**config.mk**
```make
export PLATFORM = sky130hd
export DESIGN_NAME = r4fft_bfly
export DESIGN_NICKNAME = d
export VERILOG_FILES = /design/src/rtl/core/r4fft_bfly.sv
export SDC_FILE = /design/constraint.sdc
export NUM_CORES = 1
export LEC_CHECK = 0
export ABC_AREA = 1
export BUFFER_PORTS_ARGS = -buffer_cell sky130_fd_sc_hd__buf_2
export CAP_MARGIN = 25
export CORE_MARGIN = 4
export CORE_UTILIZATION = 55
export DETAILED_ROUTE_END_ITERATION = 8
export GPL_TIMING_DRIVEN = 0
export PLACE_DENSITY = 0.91
export SLEW_MARGIN = 0
export SYNTH_ARGS = -nofsm -noshare
export SYNTH_HDL_FRONTEND = slang
export SYNTH_SLANG_ARGS = --single-unit
```
**constraint.sdc**
```tcl
create_clock -name clk_i -period 5.4 [get_ports clk_i]
set_input_delay 0.81 -clock clk_i [delete_from_list [all_inputs] [get_ports clk_i]]
set_output_delay 0.81 -clock clk_i [all_outputs]
set_load 0.03 [all_outputs]
```
**src/rtl/core/r4fft_bfly.sv**
```systemverilog
// radix-2 merge: sum and difference of a point and a rounded product or j times it, saturated and registered
// no package dependencies
module r4fft_bfly #(
  parameter int IN_W     = 24,
  parameter int RW       = 27,
  parameter int OUT_W    = 26,
  parameter bit ROTATE_J = 1'b0
) (
  input  logic                    clk_i,
  input  logic                    en_i,
  input  logic signed [IN_W-1:0]  a_re_i,
  input  logic signed [IN_W-1:0]  a_im_i,
  input  logic signed [RW-1:0]    t_re_i,
  input  logic signed [RW-1:0]    t_im_i,
  output logic signed [OUT_W-1:0] o0_re_o,
  output logic signed [OUT_W-1:0] o0_im_o,
  output logic signed [OUT_W-1:0] o1_re_o,
  output logic signed [OUT_W-1:0] o1_im_o
);

  localparam int SW2 = RW + 2;
  localparam logic signed [SW2-1:0] OMAX = {{(SW2-OUT_W+1){1'b0}}, {(OUT_W-1){1'b1}}};
  localparam logic signed [SW2-1:0] OMIN = {{(SW2-OUT_W+1){1'b1}}, {(OUT_W-1){1'b0}}};

  function automatic logic signed [OUT_W-1:0] sat(input logic signed [SW2-1:0] v);
    logic signed [OUT_W-1:0] r;
    if (v > OMAX) begin
      r = OMAX[OUT_W-1:0];
    end else if (v < OMIN) begin
      r = OMIN[OUT_W-1:0];
    end else begin
      r = v[OUT_W-1:0];
    end
    return r;
  endfunction

  logic signed [SW2-1:0] ar_x, ai_x, tr_x, ti_x, er, ei;
  logic signed [OUT_W-1:0] o0_re_d, o0_im_d, o1_re_d, o1_im_d;
  logic signed [OUT_W-1:0] o0_re_q, o0_im_q, o1_re_q, o1_im_q;

  assign ar_x = SW2'(a_re_i);
  assign ai_x = SW2'(a_im_i);
  assign tr_x = SW2'(t_re_i);
  assign ti_x = SW2'(t_im_i);

  // j*t is (-t_im, t_re)
  assign er = ROTATE_J ? -ti_x : tr_x;
  assign ei = ROTATE_J ? tr_x : ti_x;

  assign o0_re_d = sat(ar_x + er);
  assign o0_im_d = sat(ai_x + ei);
  assign o1_re_d = sat(ar_x - er);
  assign o1_im_d = sat(ai_x - ei);

  always_ff @(posedge clk_i) begin
    if (en_i) begin
      o0_re_q <= o0_re_d;
      o0_im_q <= o0_im_d;
      o1_re_q <= o1_re_d;
      o1_im_q <= o1_im_d;
    end
  end

  assign o0_re_o = o0_re_q;
  assign o0_im_o = o0_im_q;
  assign o1_re_o = o1_re_q;
  assign o1_im_o = o1_im_q;

endmodule

```
==> impl_metrics.ini <==
[run_status]
status = finished clean

[grt]
gr-total-overflow = 0
busiest_layer = met2
antenna_found_initial = 1
use_met3_pct = 4.58
gr-usage-met1_pct = 36.1
grt_max_degree = 77
grt_use_met2_pct = 57.1
grt_usage_pct = 31.9
grt_pass1_vias = 11300
grt_first_pass_wirelength_mm = 56.9

[yosys]
yosys_warnings = 0
syn_area_per_cell_sq_um = 6.66
netlist_area_sq_um = 11400
syn-num-nets = 1922
syn_inst = 1706
ys_ff_latch = 104
ys_types = 37
yosysSeqAreaShare_pct = 27.5

[clock_tree]
cts-root-buf = clkbuf_16
cts_max_level = 3
cts_setup_buffers = 0
cts.clk_slew.worst_paths_ns = 0.08
numCtsBuffers = 9
cts_resized = 0
cts-hold-fix-buffers = 0
cts.sinks = 104
cts_tree = done
cts_buffer_depth = 2

[critical_path]
path_class = in2reg
critPathLaunch = a_re_i[23]
endpoint_kind = flop
path_max_fanout = 10
cp.arrival_ns = 3.16
crit_required_ns = 5.51
worstSetupEndpoint = o1_re_o[14]
startpoint_type = input pin

[place]
dp_hpwl_mm = 31.0
io_buffers = 207
dp.cells = 2184
gp_congestion = 1.02

[floorplan]
die_x_microns = 152
rows = 52
design.portCount = 208
core_sq_um = 20300
die_h_microns = 152
initial_core_util_pct = 56.0
die-area_sq_um = 23000

[power]
power_density_nw_per_um2 = 278
p_leak_nw = 7.11
vdd_drop_max_v = 0.000152

[final_layout]
area_delta_synth_final_pct = 14.9
drive_above_1_share_pct = 16.2
fillers = 1908
multi_input_area_sq_um = 6910
fin_nets = 2141
regArea_sq_um = 3120
finalNonFillerCells = 2201

[drt]
wirelength_mm = 36.7
first_pass_iters = 5
drtIter0Drc = 920
viasPerCell = 5.32
vias = 11700
drc = 0
wire_per_inst_microns = 16.7
ant_nets = 0

[flow_run]
maxCapViolations = 0

[timing]
rsz0062_at_grt = no
slew_viol_final = 0
min_period_ns = 3.06
slew_headroom_pct = 69.2
final_hold_viol_count = 0
worst_pin_slew_ns = 0.462
fin_tns_setup_ns = 0
setup-violations-final = 0
max_freq_mhz = 327
min_period_over_period_pct = 56.6

[worst_hold_path]
hold_class = in2reg
## metrics by stage
stage	worst slack, ns	utilization, %	area, sq um	power (mW)	hold WS [ns]
6_report	2.34	64.3	13100	3.63	0.897
2_1_floorplan	2.56	-	11400	2.43	0.922
3_5_place_dp	2.00	62.9	12800	2.98	1.28
5_1_grt	2.13	64.3	13100	3.86	0.911
4_1_cts	2.38	64.3	13100	3.62	0.898
3_3_place_gp	2.01	62.8	12700	2.95	1.29
## sequential cells by signal, indices dropped and copies added, names as in the netlist
name     flops
o0_im_o     26
o1_re_o     26
o1_im_o     26
o0_re_o     26
## power by group
part           switching, mW  internal (mW)
Sequential            0.0416           1.12
Clock                  0.328          0.324
Combinational           1.28          0.539
## layout by cell type (no fill, tap or decap), types with 6 or more instances in the layout
master       n
buf_4        6
a21oi_1    100
o21ai_0     27
inv_2       11
buf_2      242
nand2_2     10
nand4_1     22
nor3_1      28
ha_1       108
xor2_1      66
clkbuf_16    9
nand2_1    589
inv_1      249
nor2_1     159
edfxtp_1   104
a21o_1       6
xnor2_1     10
o21bai_1    34
buf_6       12
nand3_1     82
## cell usage after synthesis
master / instances / area (sq um)
a211oi_1: 1 / 7.51
a21boi_0: 4 / 30.0
a21o_1: 6 / 45.0
a21oi_1: 100 / 500
a21oi_2: 1 / 8.76
a31oi_1: 4 / 25.0
and2_1: 4 / 25.0
and3_1: 2 / 12.5
buf_2: 36 / 180
buf_4: 5 / 37.5
buf_6: 12 / 135
clkbuf_2: 2 / 10.0
edfxtp_1: 104 / 3120
fa_1: 4 / 80.1
ha_1: 108 / 1350
inv_1: 249 / 935
inv_2: 11 / 41.3
nand2_1: 589 / 2210
nand2_2: 10 / 62.6
nand2_4: 4 / 45.0
nand2b_1: 1 / 6.26
nand3_1: 82 / 410
nand3_2: 3 / 30.0
nand3b_1: 4 / 30.0
nand4_1: 22 / 138
nor2_1: 159 / 597
nor2_2: 4 / 25.0
nor2_4: 1 / 11.3
nor3_1: 28 / 140
nor3b_1: 1 / 7.51
nor4_1: 2 / 12.5
o21a_1: 3 / 22.5
o21ai_0: 27 / 135
o21ai_1: 3 / 15.0
o21bai_1: 34 / 255
xnor2_1: 10 / 87.6
xor2_1: 66 / 578
## critical path: stages
cell and delay [ns]:
buf_2 0.16, ha_1 0.29, buf_2 0.26, inv_2 0.16, nor3_1 0.25, nand2_1 0.10
nor3_1 0.14, nand2_1 0.11, nand2_1 0.08, nand2_1 0.05, nand2_2 0.12, inv_2 0.05
nand2_2 0.20, buf_4 0.23, nand2_1 0.14
## cell families after synthesis
family / share of synthesized area (%)
fa+ha+maj: 12.6
compound gates: 9.19
simple gates: 33.1
xor+xnor: 5.86
buf+inv: 11.8
flops: 27.5
## cell type report
cell class                      instances  share of cell area, %
Tap cell                              270                   2.59
Multi-Input combinational cell       1287                   52.9
Timing Repair Buffer                  208                   8.16
Antenna cell                            1                 0.0192
Inverter                              260                   7.47
Clock buffer                            9                   1.72
Buffer                                 55                   2.78
Sequential cell                       104                   23.9
Clock inverter                          7                  0.489
## worst min path at each step
stage          slack (ns)           to  cells past startpoint        start
5_1_grt              0.91  o1_re_o[14]                      1         en_i
2_1_floorplan        0.92   o0_im_o[0]                      0         en_i
6_report             0.90  o1_re_o[14]                      1         en_i
3_3_place_gp         1.29  o1_re_o[22]                      1  o1_re_o[22]
3_5_place_dp         1.28  o1_re_o[24]                      1         en_i
4_1_cts              0.90  o1_re_o[14]                      1         en_i
## per-layer routing
layer | up-vias | part of all wire [%]
met1 | 5305 | 39
met4 | 0 | 5.8
met3 | 124 | 6.2
met5 | - | 0
li1 | 5813 | -
met2 | 473 | 49
Power figures use the tool's default switching activity.
